File: src/sv/tcs_pkg.sv
package tcs_pkg;

    // Fixed byte codes
    localparam logic [7:0] NEWLINE_BYTE = 8'd10;
    localparam logic [7:0] DELIM_RESET  = 8'd9;

    // Select modes (code 3 behaves as byte mode)
    localparam logic [1:0] MODE_BYTE  = 2'd0;
    localparam logic [1:0] MODE_CHAR  = 2'd1;
    localparam logic [1:0] MODE_FIELD = 2'd2;

    // Configuration register indexes
    localparam int         CFG_IDX_W        = 3;
    localparam int         CFG_DATA_W       = 32;
    localparam logic [2:0] CFG_SELECT_MODE  = 3'd0;
    localparam logic [2:0] CFG_DELIMITER    = 3'd1;
    localparam logic [2:0] CFG_SUPPRESS     = 3'd2;
    localparam logic [2:0] CFG_RANGE_BASE   = 3'd3;

    // Open upper bound of a range
    localparam logic [15:0] RANGE_OPEN = 16'hFFFF;

    typedef struct packed {
        logic [15:0] last;
        logic [15:0] first;
    } range_t;

endpackage

File: src/sv/tcs_field_mem.sv
module tcs_field_mem #(
    parameter int DEPTH  = 48,
    parameter int ADDR_W = $clog2(DEPTH)
) (
    input  logic              aclk,
    input  logic              wr_en,
    input  logic [ADDR_W-1:0] wr_addr,
    input  logic [7:0]        wr_data,
    input  logic              rd_en,
    input  logic [ADDR_W-1:0] rd_addr,
    output logic [7:0]        rd_data
);

    logic [7:0] mem [DEPTH];

    always_ff @(posedge aclk) begin
        if (wr_en) begin
            mem[wr_addr] <= wr_data;
        end
    end

    // Registered read; data holds until the next read
    always_ff @(posedge aclk) begin
        if (rd_en) begin
            rd_data <= mem[rd_addr];
        end
    end

endmodule

File: src/sv/tcs_range_match.sv
module tcs_range_match #(
    parameter int RANGE_SLOTS   = 4,
    parameter int POSITION_BITS = 16
) (
    input  tcs_pkg::range_t [RANGE_SLOTS-1:0] ranges,
    input  logic [POSITION_BITS-1:0]          pos,
    output logic                              hit
);
    import tcs_pkg::*;

    localparam int CMP_W = (POSITION_BITS > 16) ? POSITION_BITS : 16;

    logic [CMP_W-1:0] pos_x;

    assign pos_x = CMP_W'(pos);

    // Slot hits when enabled, at or past first, and at or before last (or open)
    always_comb begin
        hit = 1'b0;
        for (int i = 0; i < RANGE_SLOTS; i++) begin
            if ((ranges[i].first != 16'd0) &&
                (pos_x >= CMP_W'(ranges[i].first)) &&
                ((ranges[i].last == RANGE_OPEN) || (pos_x <= CMP_W'(ranges[i].last)))) begin
                hit = 1'b1;
            end
        end
    end

endmodule

File: src/sv/text_column_selector.sv
// Channel   Direction  Handshake            Payload
// s_        in         s_valid / s_ready    s_in_byte
// m_        out        m_valid / m_ready    m_out_byte, m_run_last, m_field_truncated,
//                                           m_bad_utf8
// cfg_      in         cfg_we (no wait)     cfg_index, cfg_wdata
//
// An item is captured in the input register, then processed from it.
// A field-mode item that replays the buffered first field of N bytes steps through
// one memory read and one output load per byte, then loads a trailing newline or
// delimiter if one is kept; the first-field memory has a single read port.
// Reset (aresetn low at a clock edge) clears the configuration to its defaults and
// the line state; the first-field memory needs no clearing pass.
// A stalled output holds its item in the output register; one further input item
// is captured meanwhile and waits until the output register frees.
module text_column_selector #(
    parameter int RANGE_SLOTS     = 4,
    parameter int FIRST_FIELD_MAX = 48,
    parameter int POSITION_BITS   = 16
) (
    input  logic                           aclk,
    input  logic                           aresetn,
    // input items
    input  logic                           s_valid,
    output logic                           s_ready,
    input  logic [7:0]                     s_in_byte,
    // result items
    output logic                           m_valid,
    input  logic                           m_ready,
    output logic [7:0]                     m_out_byte,
    output logic                           m_run_last,
    output logic                           m_field_truncated,
    output logic                           m_bad_utf8,
    // configuration writes
    input  logic                           cfg_we,
    input  logic [tcs_pkg::CFG_IDX_W-1:0]  cfg_index,
    input  logic [tcs_pkg::CFG_DATA_W-1:0] cfg_wdata
);
    import tcs_pkg::*;

    localparam int ADDR_W = $clog2(FIRST_FIELD_MAX);
    localparam int LEN_W  = $clog2(FIRST_FIELD_MAX + 1);

    localparam logic [POSITION_BITS-1:0] POS_ONE = POSITION_BITS'(1);
    localparam logic [POSITION_BITS-1:0] POS_MAX = {POSITION_BITS{1'b1}};
    localparam logic [LEN_W-1:0]         LEN_MAX = LEN_W'(FIRST_FIELD_MAX);

    // Sequencer states
    localparam logic [1:0] ST_IDLE = 2'd0;
    localparam logic [1:0] ST_READ = 2'd1;
    localparam logic [1:0] ST_EMIT = 2'd2;
    localparam logic [1:0] ST_TAIL = 2'd3;

    // Configuration
    logic [1:0]                      mode_reg;
    logic [7:0]                      delim_reg;
    logic                            suppress_reg;
    range_t [RANGE_SLOTS-1:0]        range_reg;

    // Input holding register
    logic                            hold_valid_reg;
    logic [7:0]                      hold_byte_reg;

    // Line state
    logic [POSITION_BITS-1:0]        pos_reg, pos_next;
    logic [POSITION_BITS-1:0]        fc_reg, fc_next;
    logic                            dseen_reg, dseen_next;
    logic                            femit_reg, femit_next;
    logic [LEN_W-1:0]                len_reg, len_next;
    logic [1:0]                      cont_reg, cont_next;
    logic                            csel_reg, csel_next;
    logic                            ovf_reg, ovf_next;

    // Replay sequencer
    logic [1:0]                      state_reg, state_next;
    logic [ADDR_W-1:0]               rd_idx_reg, rd_idx_next;
    logic [LEN_W-1:0]                replay_len_reg, replay_len_next;
    logic                            tail_en_reg, tail_en_next;
    logic [7:0]                      tail_byte_reg, tail_byte_next;
    logic                            trunc_hold_reg, trunc_hold_next;

    // Output register
    logic                            m_valid_reg;
    logic [7:0]                      m_byte_reg;
    logic                            m_last_reg;
    logic                            m_trunc_reg;
    logic                            m_bad_reg;

    // Processing nets
    logic                            out_free;
    logic                            do_proc;
    logic                            is_nl;
    logic                            is_delim;
    logic [POSITION_BITS-1:0]        pos_inc;
    logic [POSITION_BITS-1:0]        fc_inc;
    logic [POSITION_BITS-1:0]        match_arg;
    logic                            hit;
    logic                            hit_first;
    logic                            clear_line;
    logic                            rd_last;
    logic                            utf_bad;
    logic [1:0]                      utf_need;

    logic                            out_load;
    logic [7:0]                      out_byte_d;
    logic                            out_last_d;
    logic                            out_trunc_d;
    logic                            out_bad_d;

    logic                            rp_start;
    logic                            rp_tail_en;
    logic [7:0]                      rp_tail_byte;

    logic                            mem_we;
    logic                            mem_re;
    logic [7:0]                      mem_rdata;

    assign out_free = !m_valid_reg || m_ready;
    assign do_proc  = (state_reg == ST_IDLE) && hold_valid_reg && out_free;
    assign s_ready  = !hold_valid_reg;

    assign is_nl    = (hold_byte_reg == NEWLINE_BYTE);
    assign is_delim = !is_nl && (hold_byte_reg == delim_reg);
    assign pos_inc  = (pos_reg != POS_MAX) ? pos_reg + POS_ONE : pos_reg;
    assign fc_inc   = (fc_reg != POS_MAX) ? fc_reg + POS_ONE : fc_reg;

    // Byte and character modes match the position; field mode the field number
    assign match_arg = (mode_reg != MODE_FIELD) ? pos_reg :
                       (is_delim ? fc_inc : fc_reg);

    assign rd_last = ((LEN_W'(rd_idx_reg) + LEN_W'(1)) == replay_len_reg);

    tcs_range_match #(
        .RANGE_SLOTS   (RANGE_SLOTS),
        .POSITION_BITS (POSITION_BITS)
    ) u_match (
        .ranges (range_reg),
        .pos    (match_arg),
        .hit    (hit)
    );

    tcs_range_match #(
        .RANGE_SLOTS   (RANGE_SLOTS),
        .POSITION_BITS (POSITION_BITS)
    ) u_match_first (
        .ranges (range_reg),
        .pos    (POS_ONE),
        .hit    (hit_first)
    );

    tcs_field_mem #(
        .DEPTH (FIRST_FIELD_MAX)
    ) u_mem (
        .aclk    (aclk),
        .wr_en   (mem_we),
        .wr_addr (len_reg[ADDR_W-1:0]),
        .wr_data (hold_byte_reg),
        .rd_en   (mem_re),
        .rd_addr (rd_idx_reg),
        .rd_data (mem_rdata)
    );

    // Classify a UTF-8 lead byte
    always_comb begin
        utf_bad  = (cont_reg != 2'd0);
        utf_need = 2'd0;
        if (!hold_byte_reg[7]) begin
            utf_need = 2'd0;
        end else if (hold_byte_reg[7:6] == 2'b10) begin
            utf_bad = 1'b1;
        end else if (hold_byte_reg[7:5] == 3'b110) begin
            utf_need = 2'd1;
        end else if (hold_byte_reg[7:4] == 4'b1110) begin
            utf_need = 2'd2;
        end else if (hold_byte_reg[7:3] == 5'b11110) begin
            utf_need = 2'd3;
        end else begin
            utf_bad = 1'b1;
        end
    end

    // Item processing and replay sequencing
    always_comb begin
        pos_next        = pos_reg;
        fc_next         = fc_reg;
        dseen_next      = dseen_reg;
        femit_next      = femit_reg;
        len_next        = len_reg;
        cont_next       = cont_reg;
        csel_next       = csel_reg;
        ovf_next        = ovf_reg;
        state_next      = state_reg;
        rd_idx_next     = rd_idx_reg;
        replay_len_next = replay_len_reg;
        tail_en_next    = tail_en_reg;
        tail_byte_next  = tail_byte_reg;
        trunc_hold_next = trunc_hold_reg;
        clear_line      = 1'b0;
        out_load        = 1'b0;
        out_byte_d      = hold_byte_reg;
        out_last_d      = 1'b1;
        out_trunc_d     = 1'b0;
        out_bad_d       = 1'b0;
        rp_start        = 1'b0;
        rp_tail_en      = 1'b0;
        rp_tail_byte    = NEWLINE_BYTE;
        mem_we          = 1'b0;
        mem_re          = 1'b0;

        case (state_reg)
            ST_IDLE: begin
                if (do_proc) begin
                    case (mode_reg)
                        MODE_FIELD: begin
                            if (is_nl) begin
                                if (!dseen_reg) begin
                                    // undelimited line: replay whole or drop
                                    if (!suppress_reg) begin
                                        rp_start     = 1'b1;
                                        rp_tail_en   = 1'b1;
                                        rp_tail_byte = NEWLINE_BYTE;
                                    end
                                end else begin
                                    out_load    = 1'b1;
                                    out_byte_d  = NEWLINE_BYTE;
                                    out_trunc_d = ovf_reg;
                                end
                                clear_line = 1'b1;
                            end else if (is_delim) begin
                                fc_next = fc_inc;
                                if (!dseen_reg) begin
                                    dseen_next = 1'b1;
                                end
                                if (!dseen_reg && hit_first) begin
                                    // first field kept: replay it, delimiter follows if kept
                                    femit_next   = 1'b1;
                                    rp_start     = 1'b1;
                                    rp_tail_en   = hit;
                                    rp_tail_byte = delim_reg;
                                end else if (hit) begin
                                    femit_next = 1'b1;
                                    if (femit_reg) begin
                                        out_load    = 1'b1;
                                        out_byte_d  = delim_reg;
                                        out_trunc_d = ovf_reg;
                                    end
                                end
                            end else if (!dseen_reg) begin
                                // buffer first field; drop past capacity
                                if (len_reg < LEN_MAX) begin
                                    mem_we   = 1'b1;
                                    len_next = len_reg + LEN_W'(1);
                                end else begin
                                    ovf_next = 1'b1;
                                end
                            end else if (hit) begin
                                out_load    = 1'b1;
                                out_trunc_d = ovf_reg;
                            end
                        end
                        MODE_CHAR: begin
                            if (is_nl) begin
                                out_load   = 1'b1;
                                out_byte_d = NEWLINE_BYTE;
                                out_bad_d  = (cont_reg != 2'd0);
                                clear_line = 1'b1;
                            end else if ((hold_byte_reg[7:6] == 2'b10) && (cont_reg != 2'd0)) begin
                                cont_next = cont_reg - 2'd1;
                                out_load  = csel_reg;
                            end else begin
                                cont_next = utf_need;
                                csel_next = hit;
                                pos_next  = pos_inc;
                                out_load  = hit;
                                out_bad_d = utf_bad;
                            end
                        end
                        default: begin
                            if (is_nl) begin
                                out_load   = 1'b1;
                                out_byte_d = NEWLINE_BYTE;
                                clear_line = 1'b1;
                            end else begin
                                out_load = hit;
                                pos_next = pos_inc;
                            end
                        end
                    endcase

                    if (rp_start) begin
                        trunc_hold_next = ovf_reg;
                        tail_en_next    = rp_tail_en;
                        tail_byte_next  = rp_tail_byte;
                        if (len_reg == LEN_W'(0)) begin
                            // nothing buffered: only the trailing byte, if any
                            out_load    = rp_tail_en;
                            out_byte_d  = rp_tail_byte;
                            out_trunc_d = ovf_reg;
                        end else begin
                            replay_len_next = len_reg;
                            rd_idx_next     = '0;
                            state_next      = ST_READ;
                        end
                    end

                    if (clear_line) begin
                        pos_next   = POS_ONE;
                        fc_next    = POS_ONE;
                        dseen_next = 1'b0;
                        femit_next = 1'b0;
                        len_next   = '0;
                        cont_next  = 2'd0;
                        csel_next  = 1'b0;
                        ovf_next   = 1'b0;
                    end
                end
            end
            ST_READ: begin
                mem_re     = 1'b1;
                state_next = ST_EMIT;
            end
            ST_EMIT: begin
                if (out_free) begin
                    out_load    = 1'b1;
                    out_byte_d  = mem_rdata;
                    out_last_d  = rd_last && !tail_en_reg;
                    out_trunc_d = trunc_hold_reg;
                    if (rd_last) begin
                        state_next = tail_en_reg ? ST_TAIL : ST_IDLE;
                    end else begin
                        rd_idx_next = rd_idx_reg + ADDR_W'(1);
                        state_next  = ST_READ;
                    end
                end
            end
            ST_TAIL: begin
                if (out_free) begin
                    out_load    = 1'b1;
                    out_byte_d  = tail_byte_reg;
                    out_trunc_d = trunc_hold_reg;
                    state_next  = ST_IDLE;
                end
            end
            default: begin
                state_next = ST_IDLE;
            end
        endcase
    end

    // Control state, configuration and line state
    always_ff @(posedge aclk) begin
        if (!aresetn) begin
            state_reg      <= ST_IDLE;
            hold_valid_reg <= 1'b0;
            m_valid_reg    <= 1'b0;
            mode_reg       <= MODE_BYTE;
            delim_reg      <= DELIM_RESET;
            suppress_reg   <= 1'b0;
            range_reg      <= '0;
            pos_reg        <= POS_ONE;
            fc_reg         <= POS_ONE;
            dseen_reg      <= 1'b0;
            femit_reg      <= 1'b0;
            len_reg        <= '0;
            cont_reg       <= 2'd0;
            csel_reg       <= 1'b0;
            ovf_reg        <= 1'b0;
        end else begin
            state_reg <= state_next;
            pos_reg   <= pos_next;
            fc_reg    <= fc_next;
            dseen_reg <= dseen_next;
            femit_reg <= femit_next;
            len_reg   <= len_next;
            cont_reg  <= cont_next;
            csel_reg  <= csel_next;
            ovf_reg   <= ovf_next;

            // capture an item when empty, drop it once processed
            if (s_valid && s_ready) begin
                hold_valid_reg <= 1'b1;
            end else if (do_proc) begin
                hold_valid_reg <= 1'b0;
            end

            // hold the result until taken
            if (out_load) begin
                m_valid_reg <= 1'b1;
            end else if (m_ready) begin
                m_valid_reg <= 1'b0;
            end

            if (cfg_we) begin
                case (cfg_index)
                    CFG_SELECT_MODE: mode_reg     <= cfg_wdata[1:0];
                    CFG_DELIMITER:   delim_reg    <= cfg_wdata[7:0];
                    CFG_SUPPRESS:    suppress_reg <= cfg_wdata[0];
                    default: begin
                        for (int i = 0; i < RANGE_SLOTS; i++) begin
                            if (cfg_index == CFG_RANGE_BASE + CFG_IDX_W'(i)) begin
                                range_reg[i] <= range_t'(cfg_wdata);
                            end
                        end
                    end
                endcase
            end
        end
    end

    // Payload registers
    always_ff @(posedge aclk) begin
        rd_idx_reg     <= rd_idx_next;
        replay_len_reg <= replay_len_next;
        tail_en_reg    <= tail_en_next;
        tail_byte_reg  <= tail_byte_next;
        trunc_hold_reg <= trunc_hold_next;
        if (s_valid && s_ready) begin
            hold_byte_reg <= s_in_byte;
        end
        if (out_load) begin
            m_byte_reg  <= out_byte_d;
            m_last_reg  <= out_last_d;
            m_trunc_reg <= out_trunc_d;
            m_bad_reg   <= out_bad_d;
        end
    end

    assign m_valid           = m_valid_reg;
    assign m_out_byte        = m_byte_reg;
    assign m_run_last        = m_last_reg;
    assign m_field_truncated = m_trunc_reg;
    assign m_bad_utf8        = m_bad_reg;

    // The first-field memory is written only while idle and before the first delimiter
    assert property (@(posedge aclk) disable iff (!aresetn)
        mem_we |-> ((state_reg == ST_IDLE) && !dseen_reg))
        else $error("first-field write outside the buffering phase");

    // The fill count never passes the buffer capacity
    assert property (@(posedge aclk) disable iff (!aresetn)
        len_reg <= LEN_MAX)
        else $error("first-field length beyond capacity");

    // Replay reads stay inside the buffered length
    assert property (@(posedge aclk) disable iff (!aresetn)
        (state_reg == ST_EMIT) |-> (LEN_W'(rd_idx_reg) < replay_len_reg))
        else $error("replay index beyond buffered length");

    // A memory read is always followed by its emit step
    assert property (@(posedge aclk) disable iff (!aresetn)
        (state_reg == ST_READ) |=> (state_reg == ST_EMIT))
        else $error("replay read not followed by emit");

    // Reset leaves the sequencer idle with no result pending
    assert property (@(posedge aclk)
        !aresetn |=> ((state_reg == ST_IDLE) && !m_valid_reg && !hold_valid_reg))
        else $error("reset did not clear sequencer and output");

endmodule
File: config.mk
export PLATFORM = sky130hd
export DESIGN_NAME = text_column_selector
export DESIGN_NICKNAME = d
export VERILOG_FILES = /design/src/sv/tcs_pkg.sv /design/src/sv/tcs_field_mem.sv /design/src/sv/tcs_range_match.sv /design/src/sv/text_column_selector.sv
export SDC_FILE = /design/constraint.sdc
export NUM_CORES = 1
export LEC_CHECK = 0
export ABC_AREA = 1
export BUFFER_PORTS_ARGS = -buffer_cell sky130_fd_sc_hd__buf_2
export CAP_MARGIN = 40
export CORE_MARGIN = 3
export CORE_UTILIZATION = 63
export DETAILED_ROUTE_END_ITERATION = 7
export GPL_TIMING_DRIVEN = 0
export PLACE_DENSITY = 0.8
export SYNTH_ARGS = -nofsm -noshare
export SYNTH_HDL_FRONTEND = slang
export SYNTH_SLANG_ARGS = --single-unit
File: constraint.sdc
create_clock -name aclk -period 6.2 [get_ports aclk]
set_input_delay 0.62 -clock aclk [delete_from_list [all_inputs] [get_ports aclk]]
set_output_delay 0.62 -clock aclk [all_outputs]
set_load 0.03 [all_outputs]
### Yosys cells after proc, flatten, opt, wreduce, memory -nomap -nowiden

Memories as Yosys holds them, arrays and structs flattened. A register that Yosys moved wholly into a read port is not among the register bits.
Index checks and enable logic that the tools add are counted.

| storage, ports and cells | value |
|---|---|
| register bits | 228 |
| bits in writable memories | 384 |
| bits of input ports | 48 |
| output and inout port bits | 13 |
| memories kept | 1 |

Memories:

| name | words | width | rd ports | clocked after Yosys merged registers in | write ports | line | source |
|---|---|---|---|---|---|---|---|
| u_mem.mem | 48 | 8 | 1 | 1 | 1 | tcs_field_mem.sv:14 | `logic [7:0] mem [DEPTH];` |

| operators by class | value |
|---|---|
| add/subtract/negate cells | 5 |
| $lt $le $gt $ge | 17 |
| equal/unequal tests | 37 |
| muxes and demuxes | 153 |
| bitwise gates (word level) | 2 |
| reduce and logical (&&, ||, !) cells | 75 |

Operator list:

| cell | number |
|---|---|
| two-way mux 16 bit | 11 |
| two-way mux 8 bit | 17 |
| two-way mux 1 bit | 91 |
| two-way mux 6 bit | 11 |
| == test 16 bit, second input constant | 4 |
| greater-or-equal comparator 1 x 16 -> 1 bit, first input constant | 4 |
| greater-or-equal comparator 16 bit | 4 |
| <= comparator 1 x 16 -> 1 bit, first input constant | 4 |
| <= comparator 16 bit | 4 |
| nonzero test 16 bit | 4 |
| adder 16 x 1 -> 16 bit, second input constant | 2 |
| two-way mux 2 bit | 16 |
| != test 16 bit, second input constant | 2 |
| one-hot mux 16 bit (2 select lines) | 1 |
| one-hot mux 8 bit (3 select lines) | 1 |
| logical AND 1 bit | 23 |
| AND reduction 3 bit | 6 |
| nonzero test 2 bit | 8 |
| AND reduction 5 bit | 3 |
| != test 2 bit, second input constant | 7 |
| AND reduction 7 bit | 2 |
| adder 6 x 1 -> 6 bit, second input constant | 2 |
| == test 3 bit, second input constant | 4 |
| one-hot mux 6 bit (2 select lines) | 1 |
| 27 further kinds | 57 |

### Depth between registers and ports, before layout

Gate-level depths: netlist (run 1).

| logic depth | value |
|---|---|
| word-level depth | 22 |
| mapped depth | 34 |
| gate-level depth less buffers | 34 |

### By module

From an unflattened synthesis (run 1), not the netlist that was laid out.

| second synthesis, totals | value |
|---|---|
| cells, all modules | 3938 |
| area, all modules | 33664.8 um^2 |

Modules (own cells, without submodules):

| module | instances | cells each | area an instance (um^2) | sequential area each (um^2) |
|---|---|---|---|---|
| tcs_field_mem | 1 | 1318 | 15912.8 | 11771.3 |
| text_column_selector | 1 | 1358 | 10124.7 | 4974.8 |
| tcs_range_match | 2 | 631 | 3813.7 | 0.0 |

### Worst setup path before layout (run 1)

OpenSTA, ideal clock, no wires.

| timing path | value |
|---|---|
| kind | reg2reg |
| from | reg hold_byte_reg[3] |
| to | reg m_bad_reg (netlist: m_bad_utf8) (enable) |
| library setup time | 0.345 ns |
| arrival | 4.459 ns |
| data required time | 5.855 ns |
| slack | 1.396 ns |
| cell stages (with the launch flop) | 28 |
| path buffers | 2 |
| clock period less this slack | 4.804 ns |
| cell sequence | edfxtp_1 -> clkbuf_2 -> nand4_1 -> nor3_1 -> nand3_2 -> buf_4 -> nand2_2 -> inv_2 -> nand4_1 -> xnor2_1 -> o21bai_1 -> nand2_1 -> o21ai_0 -> ha_1 -> nand2_1 -> nor4_1 -> nand2_1 -> nand3_1 -> nand3_1 -> nand4_1 -> inv_1 -> o21ai_0 -> nand2_1 -> inv_1 -> nand2_1 -> nand2_1 -> nand2_1 -> nand2_1 |

| on the way | value |
|---|---|
| longest elaborated chain between the ends | 21 |

RTL lines:

| what | line | source |
|---|---|---|
| start, declared | text_column_selector.sv:61 | `logic [7:0] hold_byte_reg;` |
| start signal, assigned | text_column_selector.sv:417 | `hold_byte_reg <= s_in_byte;` |
| == test 8 x 4 -> 1 bit | text_column_selector.sv:121 | `assign is_nl = (hold_byte_reg == NEWLINE_BYTE);` |
| zero test 1 bit | text_column_selector.sv:122 | `assign is_delim = !is_nl && (hold_byte_reg == delim_reg);` |
| logical AND 1 bit | text_column_selector.sv:122 |  |
| two-way mux 16 bit | - |  |
| two-way mux 16 bit | text_column_selector.sv:127 | `assign match_arg = (mode_reg != MODE_FIELD) ? pos_reg :` |
| greater-or-equal comparator 16 bit / <= comparator 16 bit (equally long branches) | tcs_range_match.sv:22, tcs_range_match.sv:23 |  |
| logical AND 1 bit / logical OR 1 bit (equally long branches) | tcs_range_match.sv:21, tcs_range_match.sv:23 |  |
| logical AND 1 bit | tcs_range_match.sv:22 | `(pos_x >= CMP_W'(ranges[i].first)) &&` |
| [6 not listed] | - |  |
| two-way mux 1 bit | text_column_selector.sv:228 | `end else if (is_delim) begin` |
| two-way mux 1 bit | text_column_selector.sv:214 | `if (is_nl) begin` |
| one-hot mux 1 bit (2 select lines) | text_column_selector.sv:212 | `case (mode_reg)` |
| two-way mux 1 bit | text_column_selector.sv:293 | `if (len_reg == LEN_W'(0)) begin` |
| two-way mux 1 bit * | text_column_selector.sv:289 | `if (rp_start) begin` |
| two-way mux 1 bit * | text_column_selector.sv:211 | `if (do_proc) begin` |
| one-hot mux 1 bit (2 select lines) * | text_column_selector.sv:209 | `case (state_reg)` |
| via out_load | text_column_selector.sv:103 | `logic out_load;` |
| end signal, assigned | text_column_selector.sv:423 | `m_bad_reg <= out_bad_d;` |
| end, declared | text_column_selector.sv:86 | `logic m_bad_reg;` |

Mark *: on every way through the listed nets, which the timed path passes. The rest lies on a longest branch. The select of a mux whose other input is x is not followed.
A chain may end at the register's enable or synchronous reset.

### Worst setup path after layout (run 1)

| timing path | value |
|---|---|
| from | reg hold_byte_reg[7] |
| to | reg m_byte_reg[2] (netlist: m_out_byte[2]) (enable) |

| on the way | value |
|---|---|
| longest elaborated chain between the ends | 21 |

RTL lines:

| what | line | source |
|---|---|---|
| == test 8 x 4 -> 1 bit | text_column_selector.sv:121 |  |
| zero test 1 bit | text_column_selector.sv:122 |  |
| logical AND 1 bit | text_column_selector.sv:122 |  |
| two-way mux 16 bit | - |  |
| two-way mux 16 bit | text_column_selector.sv:127 |  |
| greater-or-equal comparator 16 bit / <= comparator 16 bit (equally long branches) | tcs_range_match.sv:22, tcs_range_match.sv:23 |  |
| logical AND 1 bit / logical OR 1 bit (equally long branches) | tcs_range_match.sv:21, tcs_range_match.sv:23 |  |
| logical AND 1 bit | tcs_range_match.sv:22 |  |
| [6 not listed] | - |  |
| two-way mux 1 bit | text_column_selector.sv:228 |  |
| two-way mux 1 bit | text_column_selector.sv:214 |  |
| one-hot mux 1 bit (2 select lines) | text_column_selector.sv:212 |  |
| two-way mux 1 bit | text_column_selector.sv:293 |  |
| two-way mux 1 bit * | text_column_selector.sv:289 |  |
| two-way mux 1 bit * | text_column_selector.sv:211 |  |
| one-hot mux 1 bit (2 select lines) * | text_column_selector.sv:209 |  |
| via out_load | text_column_selector.sv:103 |  |
| end signal, assigned | text_column_selector.sv:420 | `m_byte_reg <= out_byte_d;` |
| end, declared | text_column_selector.sv:83 | `logic [7:0] m_byte_reg;` |

Marked as above.

==> impl_metrics.py, run 1 <==
metrics = {
    "yosys": {
        "netlist_area_um2": 28900,
        "mapped_nets": 3187,
        "yosys.cell_types.count": 48,
        "yosys_register_bits": 620,
        "post-synth-top-area-fraction_pct": 45.0,
        "synthesis.yosys.warnings": 0,
        "synth_enable_flop_cells": 433,
        "most_instantiated_flip_flop_cell_in_the_synthesis_netlist": "sky130_fd_sc_hd__edfxtp_1",
        "average_footprint_of_a_synthesized_cell_um2": 9.61,
        "synth_largest_area_cell": "sky130_fd_sc_hd__edfxtp_1",
        "sequential_area_share_after_synthesis_pct": 58.0,
        "synth_async_sr_flop_share_pct": 0,
        "mapped_cells": 3005,
        "synth_area_leaders": "sky130_fd_sc_hd__edfxtp_1, sky130_fd_sc_hd__dfxtp_1, sky130_fd_sc_hd__o21ai_0",
    },
    "placement": {
        "place_ws_ps": 216,
        "hpwl_um": 61900,
        "port_buffers": 59,
        "detailed_place.area_um2": 30400,
        "place.gp.congestion": 0.995,
    },
    "sta": {
        "final-setup-viol-count": 0,
        "rsz0062_at_grt": "no",
        "max_slew_violation_total_from_the_final_report": 0,
        "max_freq_mhz": 170,
        "finalWorstPathRequiredPeriod_ps": 5880,
        "hold_violations": 0,
        "fin_skew_ps": 24.2,
        "layout_setup_ws_ps": 320,
        "tightest_slew_ps": 963,
        "worst_slew_margin_rel_pct": 35.5,
        "final.period_utilization_pct": 94.8,
    },
    "setup_path": {
        "critPathKind": "reg2reg",
        "cpMaxStageDelayCell": "sky130_fd_sc_hd__edfxtp_1",
        "required_ps": 6510,
        "crit_arrival_ps": 6190,
        "cp_max_fo": 18,
        "critical-path-top-cell-by-count": "sky130_fd_sc_hd__nand2_1",
        "critical_path_buf_inv_count": 7,
        "startpoint_type": "register",
        "worstSetupEndpointType": "register",
        "critical_path.top_delay_family": "simple AND/OR/NAND/NOR gates",
        "cpPeakStageDelay_ps": 770,
    },
    "drt": {
        "ant_nets": 0,
        "detail_route.wl_per_cell_um": 22.5,
        "route.detailed.vias_per_inst": 6.34,
        "route.vias.total": 24177,
        "drt_drc": 0,
        "drt_first_iter_violations": 2995,
        "detailedRoute.firstPassIterationCount": 6,
        "routed_wirelength_um": 85900,
    },
    "final_layout": {
        "synthToLayoutAreaGrowth_pct": 12.4,
        "num-fill-cells": 3161,
        "fin_util_pct": 72.6,
        "largest_register_ff_count": 384,
        "share_of_post_route_cells_with_drive_strength_above_1_pct": 7.27,
        "multiInputGateArea_um2": 10500,
        "final-seq-area_um2": 16700,
        "nNetsFinal": 3350,
        "stdcell_area_um2": 32400,
    },
    "power_and_ir_drop": {
        "clock_power_share_pct": 42.0,
        "power_density_nw_per_um2": 271,
        "comb_power_share_pct": 6.7,
        "p_total_mw": 8.79,
        "peakVddDrop_uv": 295,
        "seq_power_share_pct": 51.4,
        "power_report.internal_total_mw": 6.76,
        "static-leakage-power_nw": 12.1,
        "power.net_switching_mw": 2.04,
        "swShare_pct": 23.2,
    },
    "die": {
        "fp.coreArea_um2": 44700,
        "die_width_um": 220,
        "start_util_pct": 64.6,
        "fp-row-count": 77,
        "floorplan.die_area_um2": 48400,
        "die_height_um": 220,
        "io_pins": 61,
    },
    "grt": {
        "grt.total_usage_pct": 35.2,
        "first_global_vias": 23347,
        "grt_first_pass_wirelength_um": 129000,
        "grt_max_degree": 29,
        "grt_antenna_before_repair": 2,
        "grt-ovfl-total": 0,
    },
    "clock_tree": {
        "cts_buffers": 61,
        "clk_transition_reported_paths_ps": 60,
        "clock_insertion_delay_worst_skew_ps": 640,
        "cts_tree": "done",
        "clock_tree.root_cell": "sky130_fd_sc_hd__clkbuf_16",
        "cts.hold.buffers_added": 0,
        "clkSinkCount": 620,
        "cts-root-to-sink-buffers": 3,
        "clock_tree.htree_level_count": 2,
    },
    "job": {
        "cap_viol_max_count": 0,
    },
    "run_status": {
        "outcome": "completed",
    },
    "hold_path": {
        "worstHoldPathType": "in2reg",
    },
}
-- Yosys cell counts (5+ instances only) --
master                      number
sky130_fd_sc_hd__clkinv_1        8
sky130_fd_sc_hd__nand4_1        54
sky130_fd_sc_hd__inv_1         278
sky130_fd_sc_hd__a31oi_1        15
sky130_fd_sc_hd__dfxtp_1       187
sky130_fd_sc_hd__buf_2           7
sky130_fd_sc_hd__nand3_1        80
sky130_fd_sc_hd__xor2_1         22
sky130_fd_sc_hd__o211ai_1        6
sky130_fd_sc_hd__o21ai_0       415
sky130_fd_sc_hd__xnor2_1         5
sky130_fd_sc_hd__nor2_1        395
sky130_fd_sc_hd__nand2_1       344
sky130_fd_sc_hd__buf_1           7
sky130_fd_sc_hd__clkbuf_1      118
sky130_fd_sc_hd__or2_2           6
sky130_fd_sc_hd__o22ai_1       102
sky130_fd_sc_hd__nor4_1         19
sky130_fd_sc_hd__edfxtp_1      433
sky130_fd_sc_hd__nor3_1         38
sky130_fd_sc_hd__a211oi_1       11
sky130_fd_sc_hd__a21oi_1       252
sky130_fd_sc_hd__inv_2          10
sky130_fd_sc_hd__ha_1          134
sky130_fd_sc_hd__o21bai_1        9
sky130_fd_sc_hd__o2111ai_1       6
sky130_fd_sc_hd__o21a_1          7
-- cell usage in the layout (no fill, tap or decap), types with 6 or more instances in the layout --
| cell type | netlist | routed |
|---|---|---|
| sky130_fd_sc_hd__buf_2 | 7 | 69 |
| sky130_fd_sc_hd__nand3_1 | 80 | 80 |
| sky130_fd_sc_hd__clkbuf_16 | 0 | 61 |
| sky130_fd_sc_hd__buf_16 | 0 | 10 |
| sky130_fd_sc_hd__ha_1 | 134 | 134 |
| sky130_fd_sc_hd__xor2_1 | 22 | 22 |
| sky130_fd_sc_hd__nand4_1 | 54 | 54 |
| sky130_fd_sc_hd__o22ai_1 | 102 | 102 |
| sky130_fd_sc_hd__or2_2 | 6 | 6 |
| sky130_fd_sc_hd__edfxtp_1 | 433 | 433 |
| sky130_fd_sc_hd__inv_2 | 10 | 10 |
| sky130_fd_sc_hd__nor4_1 | 19 | 19 |
| sky130_fd_sc_hd__o21ai_0 | 415 | 399 |
| sky130_fd_sc_hd__dfxtp_1 | 187 | 187 |
| sky130_fd_sc_hd__buf_4 | 1 | 20 |
| sky130_fd_sc_hd__buf_1 | 7 | 7 |
| sky130_fd_sc_hd__nor2_1 | 395 | 395 |
| sky130_fd_sc_hd__o21bai_1 | 9 | 9 |
| sky130_fd_sc_hd__nand2_1 | 344 | 343 |
| sky130_fd_sc_hd__o21a_1 | 7 | 7 |
| sky130_fd_sc_hd__nor3_1 | 38 | 38 |
| sky130_fd_sc_hd__a31oi_1 | 15 | 15 |
| sky130_fd_sc_hd__a21oi_1 | 252 | 252 |
| sky130_fd_sc_hd__a211oi_1 | 11 | 11 |
| sky130_fd_sc_hd__clkinv_2 | 0 | 7 |
| sky130_fd_sc_hd__clkbuf_8 | 0 | 6 |
| sky130_fd_sc_hd__inv_1 | 278 | 278 |
| sky130_fd_sc_hd__clkinv_1 | 8 | 16 |
| sky130_fd_sc_hd__o211ai_1 | 6 | 6 |
| sky130_fd_sc_hd__clkbuf_1 | 118 | 136 |
| sky130_fd_sc_hd__o2111ai_1 | 6 | 6 |
| sky130_fd_sc_hd__o21ai_1 | 2 | 16 |
-- what timing repair did --
action                                  4_1_cts  5_1_grt
resized for setup                             0        3
setup buffers                                 0        4
endpoints found under the setup margin        0       12
-- worst paths after layout --
| kind | startpoint | end | slack (ps) | depth (start not counted) |
|---|---|---|---|---|
| hold / removal | s_in_byte[4] | hold_byte_reg[4]$_DFFE_PP_ | 160 | 1 |
| setup / recovery | hold_byte_reg[7]$_DFFE_PP_ | m_out_byte[2]$_DFFE_PP_ | 320 | 32 |
| hold reg to reg | csel_reg$_SDFFE_PN0P_ | csel_reg$_SDFFE_PN0P_ | 470 | 2 |
| setup reg to reg | hold_byte_reg[7]$_DFFE_PP_ | m_out_byte[2]$_DFFE_PP_ | 320 | 32 |
-- layout make-up --
class,count,area share [%]
inverters,296,3.42
clock buffers,85,5.17
plain buffers,135,1.63
clock inverters,28,0.910
multi-input cells,1954,32.3
repair buffers,100,2.61
diodes,1,0.00771
well taps,592,2.28
flip-flops and latches,620,51.6
-- power groups by stage --
stage	registers, mW	logic [mW]	clock network (mW)
2_1_floorplan	4.63	0.307	0
3_3_place_gp	4.65	0.469	0
3_5_place_dp	4.61	0.562	0
4_1_cts	4.52	0.567	3.69
5_1_grt	4.52	0.648	3.86
6_report	4.52	0.587	3.69
-- logic make-up (layout without fill, tap and decap cells) --
logic type / Yosys count / in the layout / share of synthesized area [%]
AO/OA/AOI/OAI: 838 / 838 / 15.5
XOR/XNOR: 27 / 27 / 0.819
adder cells (fa/ha/maj): 134 / 134 / 5.81
buffers and inverters: 431 / 644 / 5.68
flip-flops: 620 / 620 / 58.0
other: 0 / 1 / 0
AND/OR/NAND/NOR: 955 / 955 / 14.1
-- routing by layer --
metal	vias to the layer above	GRT usage, %	wire, µm
met3	394	6.92	8900
li1	10895	-	-
met5	-	0	14
met2	1588	59.3	41000
met1	11298	42.1	30000
met4	2	20.6	5910
-- through the flow --
stage	instances	setup TNS (ps)	hold slack, ps
global route	3810	0	140
finish	3811	0	163
CTS	3805	0	136
global placement	3656	-28850	441
detailed placement	3692	0	454
floorplan	3005	0	425
(Power assumes the default switching activity.)
==> inputs of run 2 (changes only) <==
--- a/config.mk
+++ b/config.mk
@@ -6,7 +6,7 @@
 export NUM_CORES = 1
 export LEC_CHECK = 0
 export ABC_AREA = 1
-export BUFFER_PORTS_ARGS = -buffer_cell sky130_fd_sc_hd__buf_2
+export BUFFER_PORTS_ARGS = -buffer_cell sky130_fd_sc_hd__buf_4
 export CAP_MARGIN = 40
 export CORE_MARGIN = 3
 export CORE_UTILIZATION = 63
==> impl_metrics.py, run 2 (synthesis gave the netlist of run 1 again) <==
metrics = {
    "drt": {
        "detail_route.wl_per_cell_um": 22.5,
        "drt_drc": 0,
        "route.vias.total": 24299,
        "detailedRoute.firstPassIterationCount": 6,
        "ant_nets": 0,
        "route.detailed.vias_per_inst": 6.39,
        "drt_first_iter_violations": 2979,
        "routed_wirelength_um": 85600,
    },
    "clock_tree": {
        "clkSinkCount": 620,
        "cts-root-to-sink-buffers": 3,
        "clock_insertion_delay_worst_skew_ps": 630,
        "clk_transition_reported_paths_ps": 60,
        "clock_tree.htree_level_count": 2,
        "cts_tree": "done",
        "clock_tree.root_cell": "sky130_fd_sc_hd__clkbuf_16",
        "cts_buffers": 61,
    },
    "die": {
        "die_height_um": 220,
        "io_pins": 61,
        "floorplan.die_area_um2": 48400,
        "start_util_pct": 64.6,
        "die_width_um": 220,
        "fp-row-count": 77,
        "fp.coreArea_um2": 44700,
    },
    "final_layout": {
        "layout_commonest_cell": "sky130_fd_sc_hd__edfxtp_1",
        "synthToLayoutAreaGrowth_pct": 12.5,
        "multiInputGateArea_um2": 10500,
        "num-fill-cells": 3216,
        "final-seq-area_um2": 16700,
        "mostFrequentLayoutCells": "sky130_fd_sc_hd__edfxtp_1, sky130_fd_sc_hd__o21ai_0, sky130_fd_sc_hd__nor2_1, sky130_fd_sc_hd__nand2_1, sky130_fd_sc_hd__inv_1",
        "fin_util_pct": 72.7,
        "share_of_post_route_cells_with_drive_strength_above_1_pct": 7.22,
        "largest_register_ff_count": 384,
        "nNetsFinal": 3351,
        "stdcell_area_um2": 32500,
    },
    "grt": {
        "globalRoute.busiestLayer": "met2",
        "grt-ovfl-total": 0,
        "grt_first_pass_wirelength_um": 130000,
        "gr-usage-met1_pct": 42.0,
        "grt.total_usage_pct": 35.2,
        "grt.met3_usage_pct": 6.40,
        "grt_antenna_before_repair": 1,
        "fraction_of_met2_tracks_used_by_global_routing_pct": 59.0,
        "first_global_vias": 23668,
        "grt_max_degree": 29,
    },
    "setup_path": {
        "cpMaxStageDelayCell": "sky130_fd_sc_hd__o21ai_1",
        "critPathKind": "reg2reg",
        "required_ps": 6500,
        "cpPeakStageDelay_ps": 660,
        "crit_arrival_ps": 6020,
        "startpoint_type": "register",
        "critical-path-top-cell-by-count": "sky130_fd_sc_hd__nand2_1",
        "worstSetupEndpointType": "register",
        "cp_max_fo": 18,
    },
    "sta": {
        "setup-tns-final_ps": 0,
        "tightest_slew_ps": 938,
        "worst_slew_margin_rel_pct": 37.2,
        "max_freq_mhz": 175,
        "max_slew_violation_total_from_the_final_report": 0,
        "rsz0062_at_grt": "no",
        "hold_violations": 0,
        "final-setup-viol-count": 0,
        "finalWorstPathRequiredPeriod_ps": 5720,
        "final.period_utilization_pct": 92.2,
        "fin_skew_ps": 24.4,
    },
    "placement": {
        "port_buffers": 59,
        "place.gp.congestion": 0.992,
        "hpwl_um": 62100,
        "detailed_place.area_um2": 30600,
    },
    "hold_path": {
        "worstHoldPathType": "in2reg",
    },
    "power_and_ir_drop": {
        "static-leakage-power_nw": 12.1,
        "power_density_nw_per_um2": 266,
        "p_total_mw": 8.64,
        "peakVddDrop_uv": 206,
    },
    "job": {
        "cap_viol_max_count": 0,
    },
    "run_status": {
        "outcome": "completed",
    },
}
run 2: cell count changes in the layout (fill, tap and decap cells not counted):
cell / before / now
sky130_fd_sc_hd__buf_6: 5 / 4
sky130_fd_sc_hd__clkbuf_1: 136 / 131
sky130_fd_sc_hd__clkinvlp_4: 4 / 6
sky130_fd_sc_hd__buf_4: 20 / 82
sky130_fd_sc_hd__clkinv_8: 2 / 1
sky130_fd_sc_hd__buf_2: 69 / 9
sky130_fd_sc_hd__clkbuf_16: 61 / 62
sky130_fd_sc_hd__bufinv_16: 5 / 2
sky130_fd_sc_hd__o21ai_1: 16 / 17
sky130_fd_sc_hd__o21ai_2: 2 / 1
sky130_fd_sc_hd__clkbuf_8: 6 / 4
sky130_fd_sc_hd__clkinv_2: 7 / 8
run 2: repair_timing:
item / 4_1_cts / 5_1_grt
endpoints found under the setup margin: 0 / 11
hold buffers: 0 / 0
gates resized for setup: 0 / 2
setup buffers: 0 / 3
run 2: cell type report:
cell class / instances / share of cell area (%)
sequential: 620 / 51.6
multi-input combinational: 1954 / 32.3
clock buffer: 79 / 5.10
inverter: 296 / 3.42
timing repair buffer: 101 / 3.09
tap: 592 / 2.28
buffer: 135 / 1.63
clock inverter: 27 / 0.643
antenna: 1 / 0.00770
run 2: through the flow:
| step | hold slack (ps) | std cells | setup WS, ps |
|---|---|---|---|
| global placement | 448 | 3656 | -1870 |
| CTS | 147 | 3799 | 197 |
| floorplan | 425 | 3005 | 1400 |
| global route | 153 | 3804 | 140 |
| finish | 169 | 3805 | 483 |
| detailed placement | 451 | 3693 | 214 |
run 2: critical path, delay by kind of cell, from the launching register on:
kind / cells / cell delay [ps]
compound gates: 4 / 1120
xor+xnor: 1 / 110
simple gates: 18 / 2110
buf+inv: 8 / 1290
fa+ha+maj: 1 / 140
flops: 1 / 610
run 2: layer usage:
layer,vias up,part of all wire [%]
li1,10896,-
met1,11400,35
met2,1577,47
met3,426,9.9
met4,0,7.6
met5,-,0
run 2: final timing paths:
| path | end | depth (start not counted) | slack, ps | startpoint |
|---|---|---|---|---|
| max | m_out_byte[7]$_DFFE_PP_ | 32 | 480 | hold_byte_reg[2]$_DFFE_PP_ |
| min | hold_byte_reg[5]$_DFFE_PP_ | 1 | 170 | s_in_byte[5] |
| max reg2reg | m_out_byte[7]$_DFFE_PP_ | 32 | 480 | hold_byte_reg[2]$_DFFE_PP_ |
| min reg2reg | cont_reg[1]$_SDFFE_PN0P_ | 2 | 460 | cont_reg[1]$_SDFFE_PN0P_ |
run 2: power breakdown:
part           internal [mW]  total (mW)  switching (mW)
clock                   1.95        3.53            1.57
combinational          0.197       0.599           0.403
sequential              4.48        4.52          0.0356
